File: src/sv/binary_max_heap_queue_top_defines.svh
// assertion macros used by the heap queue datapath
`ifndef BINARY_MAX_HEAP_QUEUE_TOP_DEFINES_SVH
`define BINARY_MAX_HEAP_QUEUE_TOP_DEFINES_SVH

// same-cycle implication on i_clk, off while i_rst_n is low
`define BMHQ_ASSERT_NOW(lbl, ante, cons, msg) \
    lbl: assert property (@(posedge i_clk) disable iff (!i_rst_n) (ante) |-> (cons)) \
        else $error(msg);

// next-cycle implication on i_clk, off while i_rst_n is low
`define BMHQ_ASSERT_NEXT(lbl, ante, cons, msg) \
    lbl: assert property (@(posedge i_clk) disable iff (!i_rst_n) (ante) |=> (cons)) \
        else $error(msg);

`endif

File: src/sv/bmhq_pkg.sv
`timescale 1ns / 1ps

package bmhq_pkg;

    localparam int CAPACITY  = 64;
    localparam int CNT_W     = $clog2(CAPACITY + 1);
    localparam int ADDR_W    = $clog2(CAPACITY);
    localparam int IDX_W     = ADDR_W + 2;
    localparam int PAY_W     = 32;
    localparam int PRI_W     = 16;
    localparam int ENTRY_W   = PAY_W + PRI_W;
    localparam int OUT_CNT_W = 7;

    localparam logic CMD_PUSH = 1'b0;
    localparam logic CMD_POP  = 1'b1;

    localparam logic [1:0] ST_DONE  = 2'd0;
    localparam logic [1:0] ST_FULL  = 2'd1;
    localparam logic [1:0] ST_EMPTY = 2'd2;

    typedef struct packed {
        logic                    command;
        logic [PAY_W-1:0]        payload;
        logic signed [PRI_W-1:0] priority_req;
    } t_in_item;

    typedef struct packed {
        logic                    top_valid;
        logic [PAY_W-1:0]        top_payload;
        logic signed [PRI_W-1:0] top_priority;
        logic [OUT_CNT_W-1:0]    entry_count;
        logic [1:0]              status;
    } t_out_item;

    typedef struct packed {
        logic signed [PRI_W-1:0] pri;
        logic [PAY_W-1:0]        pay;
    } t_entry;

    typedef enum logic [3:0] {
        S_IDLE,
        S_PUSH_CHK,
        S_PUSH_CMP,
        S_POP_LAST_RD,
        S_POP_LAST_WAIT,
        S_POP_CHK,
        S_POP_R_RD,
        S_POP_CMP,
        S_DONE
    } t_state;

    typedef enum logic [2:0] {
        RD_NONE,
        RD_PARENT,
        RD_LAST,
        RD_LEFT,
        RD_RIGHT
    } t_rd_sel;

    typedef enum logic [1:0] {
        WR_NONE,
        WR_MOV,
        WR_PARENT,
        WR_CHILD
    } t_wr_sel;

    typedef struct packed {
        logic    accept;
        logic    start_push;
        logic    start_pop;
        t_rd_sel rd_sel;
        t_wr_sel wr_sel;
        logic    load_mov;
        logic    load_left;
        logic    out_load;
    } t_dp_cmd;

    typedef struct packed {
        logic is_push;
        logic full;
        logic empty;
        logic pos_zero;
        logic parent_wins;
        logic no_left;
        logic child_wins;
        logic out_free;
    } t_dp_sts;

endpackage

File: src/sv/bmhq_ram.sv
`timescale 1ns / 1ps

module bmhq_ram #(
    parameter int WIDTH = 48,
    parameter int DEPTH = 64
) (
    input  logic                     i_clk,
    input  logic                     i_we,
    input  logic [$clog2(DEPTH)-1:0] i_waddr,
    input  logic [WIDTH-1:0]         i_wdata,
    input  logic                     i_re,
    input  logic [$clog2(DEPTH)-1:0] i_raddr,
    output logic [WIDTH-1:0]         o_rdata
);

    logic [WIDTH-1:0] r_mem [DEPTH];
    logic [WIDTH-1:0] r_rdata;

    always_ff @(posedge i_clk) begin
        if (i_we) begin
            r_mem[i_waddr] <= i_wdata;
        end
        if (i_re) begin
            r_rdata <= r_mem[i_raddr];
        end
    end

    assign o_rdata = r_rdata;

endmodule

File: src/sv/bmhq_ctrl.sv
`timescale 1ns / 1ps

module bmhq_ctrl (
    input  logic              i_clk,
    input  logic              i_rst_n,
    input  logic              i_valid,
    output logic              o_ready,
    output bmhq_pkg::t_dp_cmd o_cmd,
    input  bmhq_pkg::t_dp_sts i_sts
);

    import bmhq_pkg::*;

    t_state r_state;
    t_state n_state;

    always_ff @(posedge i_clk) begin
        if (!i_rst_n) begin
            r_state <= S_IDLE;
        end else begin
            r_state <= n_state;
        end
    end

    always_comb begin
        n_state = r_state;
        unique case (r_state)
            S_IDLE: begin
                if (i_valid) begin
                    if (i_sts.is_push) begin
                        n_state = i_sts.full ? S_DONE : S_PUSH_CHK;
                    end else begin
                        n_state = i_sts.empty ? S_DONE : S_POP_LAST_RD;
                    end
                end
            end
            S_PUSH_CHK:      n_state = i_sts.pos_zero ? S_DONE : S_PUSH_CMP;
            S_PUSH_CMP:      n_state = i_sts.parent_wins ? S_DONE : S_PUSH_CHK;
            S_POP_LAST_RD:   n_state = i_sts.empty ? S_DONE : S_POP_LAST_WAIT;
            S_POP_LAST_WAIT: n_state = S_POP_CHK;
            S_POP_CHK:       n_state = i_sts.no_left ? S_DONE : S_POP_R_RD;
            S_POP_R_RD:      n_state = S_POP_CMP;
            S_POP_CMP:       n_state = i_sts.child_wins ? S_POP_CHK : S_DONE;
            S_DONE:          n_state = i_sts.out_free ? S_IDLE : S_DONE;
            default:         n_state = S_IDLE;
        endcase
    end

    always_comb begin
        o_ready = 1'b0;
        o_cmd   = '0;
        o_cmd.rd_sel = RD_NONE;
        o_cmd.wr_sel = WR_NONE;
        unique case (r_state)
            S_IDLE: begin
                o_ready          = 1'b1;
                o_cmd.accept     = i_valid;
                o_cmd.start_push = i_valid && i_sts.is_push && !i_sts.full;
                o_cmd.start_pop  = i_valid && !i_sts.is_push && !i_sts.empty;
            end
            S_PUSH_CHK: begin
                if (i_sts.pos_zero) begin
                    o_cmd.wr_sel = WR_MOV;
                end else begin
                    o_cmd.rd_sel = RD_PARENT;
                end
            end
            S_PUSH_CMP: begin
                o_cmd.wr_sel = i_sts.parent_wins ? WR_MOV : WR_PARENT;
            end
            S_POP_LAST_RD: begin
                if (!i_sts.empty) begin
                    o_cmd.rd_sel = RD_LAST;
                end
            end
            S_POP_LAST_WAIT: begin
                o_cmd.load_mov = 1'b1;
            end
            S_POP_CHK: begin
                if (i_sts.no_left) begin
                    o_cmd.wr_sel = WR_MOV;
                end else begin
                    o_cmd.rd_sel = RD_LEFT;
                end
            end
            S_POP_R_RD: begin
                o_cmd.load_left = 1'b1;
                o_cmd.rd_sel    = RD_RIGHT;
            end
            S_POP_CMP: begin
                o_cmd.wr_sel = i_sts.child_wins ? WR_CHILD : WR_MOV;
            end
            S_DONE: begin
                o_cmd.out_load = i_sts.out_free;
            end
            default: begin
                o_ready = 1'b0;
            end
        endcase
    end

endmodule

File: src/sv/bmhq_dp.sv
`timescale 1ns / 1ps

`include "binary_max_heap_queue_top_defines.svh"

module bmhq_dp (
    input  logic                i_clk,
    input  logic                i_rst_n,
    input  bmhq_pkg::t_in_item  i_item,
    input  bmhq_pkg::t_dp_cmd   i_cmd,
    output bmhq_pkg::t_dp_sts   o_sts,
    output logic                o_valid,
    input  logic                i_ready,
    output bmhq_pkg::t_out_item o_result
);

    import bmhq_pkg::*;

    logic [CNT_W-1:0]  r_count;
    logic [CNT_W-1:0]  n_count;
    logic [ADDR_W-1:0] r_pos;
    logic [ADDR_W-1:0] n_pos;
    t_entry            r_mov;
    t_entry            n_mov;
    t_entry            r_left;
    t_entry            r_top;
    logic [1:0]        r_status;
    t_out_item         r_out;
    logic              r_out_valid;
    logic              n_out_valid;

    t_entry            w_rdata;
    t_entry            w_wdata;
    t_entry            w_child;
    logic              w_we;
    logic              w_re;
    logic [ADDR_W-1:0] w_raddr;
    logic [ADDR_W-1:0] w_parent;
    logic [IDX_W-1:0]  w_l_idx;
    logic [IDX_W-1:0]  w_r_idx;
    logic              w_left_wins;
    logic              w_right_wins;
    t_entry            w_best;
    logic [ADDR_W-1:0] w_child_idx;
    t_out_item         w_result;

    assign w_parent = (r_pos - ADDR_W'(1)) >> 1;
    assign w_l_idx  = {1'b0, r_pos, 1'b1};
    assign w_r_idx  = w_l_idx + IDX_W'(1);

    // pop descent: left beats the moving entry only if strictly larger, right beats the best so far
    assign w_left_wins  = $signed(r_left.pri) > $signed(r_mov.pri);
    assign w_best       = w_left_wins ? r_left : r_mov;
    assign w_right_wins = (w_r_idx < IDX_W'(r_count)) &&
                          ($signed(w_rdata.pri) > $signed(w_best.pri));
    assign w_child      = w_right_wins ? w_rdata : r_left;
    assign w_child_idx  = w_right_wins ? ADDR_W'(w_r_idx) : ADDR_W'(w_l_idx);

    always_comb begin
        w_raddr = '0;
        unique case (i_cmd.rd_sel)
            RD_NONE:   w_raddr = '0;
            RD_PARENT: w_raddr = w_parent;
            RD_LAST:   w_raddr = ADDR_W'(r_count);
            RD_LEFT:   w_raddr = ADDR_W'(w_l_idx);
            RD_RIGHT:  w_raddr = ADDR_W'(w_r_idx);
            default:   w_raddr = '0;
        endcase
    end

    always_comb begin
        w_wdata = r_mov;
        unique case (i_cmd.wr_sel)
            WR_NONE:   w_wdata = r_mov;
            WR_MOV:    w_wdata = r_mov;
            WR_PARENT: w_wdata = w_rdata;
            WR_CHILD:  w_wdata = w_child;
            default:   w_wdata = r_mov;
        endcase
    end

    assign w_we = i_cmd.wr_sel != WR_NONE;
    assign w_re = i_cmd.rd_sel != RD_NONE;

    bmhq_ram #(
        .WIDTH (ENTRY_W),
        .DEPTH (CAPACITY)
    ) u_store (
        .i_clk   (i_clk),
        .i_we    (w_we),
        .i_waddr (r_pos),
        .i_wdata (w_wdata),
        .i_re    (w_re),
        .i_raddr (w_raddr),
        .o_rdata (w_rdata)
    );

    always_comb begin
        n_count = r_count;
        n_pos   = r_pos;
        n_mov   = r_mov;
        if (i_cmd.start_push) begin
            n_count   = r_count + CNT_W'(1);
            n_pos     = ADDR_W'(r_count);
            n_mov.pri = i_item.priority_req;
            n_mov.pay = i_item.payload;
        end
        if (i_cmd.start_pop) begin
            n_count = r_count - CNT_W'(1);
        end
        if (i_cmd.load_mov) begin
            n_mov = w_rdata;
            n_pos = '0;
        end
        if (i_cmd.wr_sel == WR_PARENT) begin
            n_pos = w_parent;
        end
        if (i_cmd.wr_sel == WR_CHILD) begin
            n_pos = w_child_idx;
        end
    end

    always_comb begin
        w_result.top_valid    = r_count != '0;
        w_result.top_payload  = (r_count != '0) ? r_top.pay : '0;
        w_result.top_priority = (r_count != '0) ? r_top.pri : '0;
        w_result.entry_count  = OUT_CNT_W'(r_count);
        w_result.status       = r_status;
    end

    always_comb begin
        n_out_valid = r_out_valid;
        if (r_out_valid && i_ready) begin
            n_out_valid = 1'b0;
        end
        if (i_cmd.out_load) begin
            n_out_valid = 1'b1;
        end
    end

    always_ff @(posedge i_clk) begin
        if (!i_rst_n) begin
            r_count     <= '0;
            r_out_valid <= 1'b0;
        end else begin
            r_count     <= n_count;
            r_out_valid <= n_out_valid;
        end
    end

    always_ff @(posedge i_clk) begin
        r_pos <= n_pos;
        r_mov <= n_mov;
        if (i_cmd.load_left) begin
            r_left <= w_rdata;
        end
        // root copy for the result
        if (w_we && (r_pos == '0)) begin
            r_top <= w_wdata;
        end
        if (i_cmd.accept) begin
            if (i_item.command == CMD_PUSH) begin
                r_status <= (r_count == CNT_W'(CAPACITY)) ? ST_FULL : ST_DONE;
            end else begin
                r_status <= (r_count == '0) ? ST_EMPTY : ST_DONE;
            end
        end
        if (i_cmd.out_load) begin
            r_out <= w_result;
        end
    end

    assign o_sts.is_push     = i_item.command == CMD_PUSH;
    assign o_sts.full        = r_count == CNT_W'(CAPACITY);
    assign o_sts.empty       = r_count == '0;
    assign o_sts.pos_zero    = r_pos == '0;
    assign o_sts.parent_wins = $signed(w_rdata.pri) > $signed(r_mov.pri);
    assign o_sts.no_left     = w_l_idx >= IDX_W'(r_count);
    assign o_sts.child_wins  = w_left_wins || w_right_wins;
    assign o_sts.out_free    = !r_out_valid || i_ready;

    assign o_valid  = r_out_valid;
    assign o_result = r_out;

    `BMHQ_ASSERT_NOW(a_write_in_range, w_we, CNT_W'(r_pos) < r_count,
        "store write outside the filled region")
    `BMHQ_ASSERT_NOW(a_out_slot_free, i_cmd.out_load, !r_out_valid || i_ready,
        "result overwrites an untaken transfer")
    `BMHQ_ASSERT_NEXT(a_count_hold, !(i_cmd.start_push || i_cmd.start_pop),
        $stable(r_count), "entry count changed without an operation")

endmodule

File: src/sv/binary_max_heap_queue_top.sv
`timescale 1ns / 1ps

// channel   handshake          payload                     direction
// input     i_valid / o_ready  i_item   (t_in_item)        in
// output    o_valid / i_ready  o_result (t_out_item)       out
//
// one item at a time; o_ready is high only in idle, the first cycle of each item
// push climbs by check and compare per level; stops at the root or when a parent wins
// pop: load last entry, done if it was the only one; per level read left, right, compare
// rejected push (full) or pop (empty) skips to done; one store read port sets the pace
// a result waits in the output register while the next item runs; done stalls until taken
// synchronous active-low reset empties the queue; store contents need no clearing

module binary_max_heap_queue_top (
    input  logic                i_clk,
    input  logic                i_rst_n,
    input  logic                i_valid,
    output logic                o_ready,
    input  bmhq_pkg::t_in_item  i_item,
    output logic                o_valid,
    input  logic                i_ready,
    output bmhq_pkg::t_out_item o_result
);

    import bmhq_pkg::*;

    t_dp_cmd w_cmd;
    t_dp_sts w_sts;

    bmhq_ctrl u_ctrl (
        .i_clk   (i_clk),
        .i_rst_n (i_rst_n),
        .i_valid (i_valid),
        .o_ready (o_ready),
        .o_cmd   (w_cmd),
        .i_sts   (w_sts)
    );

    bmhq_dp u_dp (
        .i_clk    (i_clk),
        .i_rst_n  (i_rst_n),
        .i_item   (i_item),
        .i_cmd    (w_cmd),
        .o_sts    (w_sts),
        .o_valid  (o_valid),
        .i_ready  (i_ready),
        .o_result (o_result)
    );

endmodule

File: config.mk
export PLATFORM = sky130hd
export DESIGN_NAME = binary_max_heap_queue_top
export DESIGN_NICKNAME = d
export VERILOG_FILES = /design/src/sv/bmhq_pkg.sv /design/src/sv/bmhq_ram.sv /design/src/sv/bmhq_ctrl.sv /design/src/sv/bmhq_dp.sv /design/src/sv/binary_max_heap_queue_top.sv
export VERILOG_INCLUDE_DIRS = /design/src /design/src/sv
export SDC_FILE = /design/constraint.sdc
export NUM_CORES = 2
export LEC_CHECK = 0
export BUFFER_PORTS_ARGS = -buffer_cell sky130_fd_sc_hd__buf_2
export CAP_MARGIN = 20
export CORE_ASPECT_RATIO = 1.75
export CORE_MARGIN = 5
export CORE_UTILIZATION = 30
export DETAILED_ROUTE_END_ITERATION = 12
export PLACE_DENSITY = 0.52
export REMOVE_ABC_BUFFERS = 1
export SETUP_SLACK_MARGIN = 0.05
export SYNTH_ARGS = -nofsm -noshare
export SYNTH_HDL_FRONTEND = slang
export SYNTH_SLANG_ARGS = --single-unit
File: constraint.sdc
create_clock -name i_clk -period 22.4 [get_ports i_clk]
set_input_delay 3.36 -clock i_clk [delete_from_list [all_inputs] [get_ports i_clk]]
set_output_delay 3.36 -clock i_clk [all_outputs]
set_load 0.1 [all_outputs]
==> metrics.csv <==
stage,metric,value,unit
power_and_ir_drop,sequential power share,0.472,
power_and_ir_drop,Sw Share,0.310,
grt,vias in the first global route,82100,
grt,GR Overflow Total,0,
sta,Max Slew Vio Count,0,
cells_and_area,Synth-to-Final Area Change,14.3,%
worst_setup_path,CP Launch Point,u_dp.r_pos[0]$_DFFE_PP_,
power_and_ir_drop,pwr/cell area,107,nW/um^2
synthesis,Synthesis Warnings,0,
grt,initial antenna violation count,46,
cells_and_area,Post-Layout Cell Count,15600,
die,die width,512,um
sta,skew final,0.0843,ns
sta,post-layout min period,8.14,ns
clocking,Post-CTS Setup Repair Bufs,0,
clocking,H-tree levels,5,
worst_setup_path,crit end category,flop,
route,first-pass iteration count of the detailed router,6,
route,DR DRC count,0,
clocking,clock sinks,3342,
synthesis,syn_area_per_cell,14.4,um^2
clocking,TritonCTS buffer count,290,
hold_path,Hold WC Path Type,flop to flop,
worst_setup_path,Critical R2R Capture,u_dp.u_store.o_rdata[11]$_DFFE_PP_,
sta,Final setup viols,0,
sta,final cycle utilization of the critical path,0.363,
sta,relative slew slack,0.0979,
clocking,clk_lat worst skew,0.93,ns
sta,final hold vios,0,
worst_setup_path,startpoint types,flop,
worst_setup_path,r2r worst-path depth,15,
worst_setup_path,Setup Crit Path Kind,flop to flop,
place,routability cong.,0.894,
route,final WL,497,mm
flow_run,Max Cap Violations,0,
power_and_ir_drop,Tot Pwr,16.3,mW
die,Die H,889,um
place,dpl cells,14900,
worst_setup_path,Reg2Reg Launch Point,u_dp.r_pos[0]$_DFFE_PP_,
worst_setup_path,flop2flop setup slack,14.26,ns
grt,largest net degree at the start of global routing,161,
cells_and_area,Final Util,0.343,
synthesis,Yosys reg bits,3342,
cells_and_area,"commonest non-fill, non-tap cell in the layout",edfxtp_1,
sta,Max Clk Rate,123,MHz
sta,worst slew pin tran,1.35,ns
route,DR WL/cell,31.9,um
power_and_ir_drop,Leakage,49.0,nW
clocking,Root Driver,clkbuf_16,
synthesis,ys flop type,edfxtp_1,
place,placed cell areas,142000,um^2
worst_setup_path,CP Data Arrival Time,8.77,ns
synthesis,"Async S/R FF share, synth",0,
power_and_ir_drop,Psw,5.04,mW
synthesis,"EDFF count, synth",3330,
clocking,clock-pin transition on the worst setup and hold timing paths,0.07,ns
synthesis,Syn Inst Count,9231,
cells_and_area,layout cells sized above 1,0.124,
cells_and_area,most frequent cells in the layout,"edfxtp_1 (3330), nand2_1 (2316), nand3_1 (1212)",
worst_setup_path,crit path max fanout,76,
sta,worst hold slack,0.432,ns
cells_and_area,fin area,151000,um^2
worst_setup_path,Critical Path RT,23.03,ns
power_and_ir_drop,clock network fraction of total power,0.315,
die,Row Count,323,
route,Vias/cell,5.48,
sta,"Worst Setup Slack, final",14.26,ns
power_and_ir_drop,Comb power frac,0.213,
clocking,CTS tree,yes,
route,Starting DRT DRC Count,10700,
route,via count,85400,
place,IO Port Bufs,112,
power_and_ir_drop,Peak VDD IR,0.000124,V
place,HPWL after DPL,264,mm
cells_and_area,fin nets,9455,
synthesis,sequential fraction of the synthesis area,0.756,
status,status,completed,
route,Final ANT Viol Nets,0,
sta,Fin Setup TNS,0,ns
worst_setup_path,crit path to,u_dp.u_store.o_rdata[11]$_DFFE_PP_,
die,total core area,441000,um^2
grt,total global routing track utilization,0.211,
die,Initial Util,0.300,
grt,global-route wire length before repair,676,mm
die,IO Pins,113,
synthesis,post-synthesis instance area,133000,um^2
power_and_ir_drop,internal power,11.2,mW
sta,RSZ-0062 raised after global routing,no,
clocking,clk buf depth,4,
synthesis,post-synthesis cell type count,72,
place,dpl ws,14.40,ns
clocking,Hold Buf Count CTS,0,
die,die area,456000,um^2
clocking,post-CTS resize count,0,
## sequential cells by signal (all words and copies together) (netlist names)
signal / cells
u_dp.u_store.o_rdata: 48
u_dp.r_count: 7
u_dp.u_store.r_mem: 3072
u_dp.o_valid: 1
u_dp.r_left: 48
u_dp.r_mov: 48
u_dp.o_result: 58
u_ctrl.r_state: 4
u_dp.r_pos: 6
u_dp.r_top: 48
u_dp.r_status: 2
## power by group through the flow
stage | clock network (mW) | logic [mW] | registers, mW
floorplan | 0 | 3.19 | 8.04
global placement | 0 | 3.37 | 7.81
detailed placement | 0 | 3.45 | 7.81
CTS | 5.20 | 3.46 | 7.68
global route | 5.42 | 3.69 | 7.68
finish | 5.12 | 3.46 | 7.68
## worst min-delay path by stage
stage | startpoint | depth (start not counted) | slack [ns] | endpoint
floorplan | u_dp.r_status[0]$_SDFFCE_PP0P_ | 0 | 0.40 | u_dp.o_result[0]$_DFFE_PP_
global placement | u_dp.r_status[1]$_SDFFCE_PN0P_ | 0 | 0.41 | u_dp.o_result[1]$_DFFE_PP_
detailed placement | u_dp.r_status[0]$_SDFFCE_PP0P_ | 0 | 0.42 | u_dp.o_result[0]$_DFFE_PP_
CTS | u_dp.r_status[0]$_SDFFCE_PP0P_ | 0 | 0.43 | u_dp.o_result[0]$_DFFE_PP_
global route | u_dp.r_status[0]$_SDFFCE_PP0P_ | 0 | 0.45 | u_dp.o_result[0]$_DFFE_PP_
finish | u_dp.r_status[0]$_SDFFCE_PP0P_ | 0 | 0.43 | u_dp.o_result[0]$_DFFE_PP_
## layout make-up
class	count	area, um^2
Antenna cell	189	473
Timing Repair Buffer	414	3050
Clock buffer	357	7760
Clock inverter	141	1480
Fill cell	42600	290000
Inverter	156	586
Tap cell	5850	7320
Sequential cell	3342	100000
Multi-Input combinational cell	5130	30600
## Yosys cell counts (all sizes together), types with 36 or more instances
cell	number	area, um^2
edfxtp	3330	100000
nand2	2319	8700
nand3	1215	6080
clkbuf	375	1410
a211oi	249	1870
buf	228	1060
mux4	189	4260
inv	156	586
a311oi	124	1090
a31oi	119	744
nand4	110	688
nor2	109	409
mux2i	72	721
o21ai	72	364
ha	67	838
and2	63	394
a22oi	55	413
a21oi	50	254
o22ai	36	225
or4	36	270
## routing by layer
metal | track usage | vias up | wire, um
met5 | 0 | - | 93
li1 | - | 35000 | -
met3 | 0.0283 | 1171 | 37800
met2 | 0.361 | 4633 | 246000
met1 | 0.251 | 44600 | 178000
met4 | 0.130 | 14 | 35200
## worst max-delay path: stages (launching register included)
cell	delay [ns]
edfxtp_1	0.34
buf_4	0.59
buf_4	0.74
nor3_1	0.17
xnor2_1	0.18
o21ai_0	0.46
a21o_4	0.50
buf_4	0.68
buf_4	0.62
buf_4	0.64
buf_4	0.74
buf_4	0.82
a311oi_1	0.20
a31o_2	0.27
o2bb2ai_1	0.11
or4_1	0.51
## cell families (layout without fill, tap and decap cells)
family / after synthesis / after routing / share of synthesized area
AND/OR/NAND/NOR: 3952 / 3952 / 0.130
flip-flops: 3342 / 3342 / 0.756
AO/OA/AOI/OAI: 833 / 833 / 0.0457
buffers and inverters: 759 / 1068 / 0.0230
multiplexers: 262 / 262 / 0.0376
adder cells (fa/ha/maj): 68 / 68 / 0.00648
XOR/XNOR: 15 / 15 / 0.000991
other: 0 / 189 / 0
Note: power is estimated with default switching activity, not from simulation.
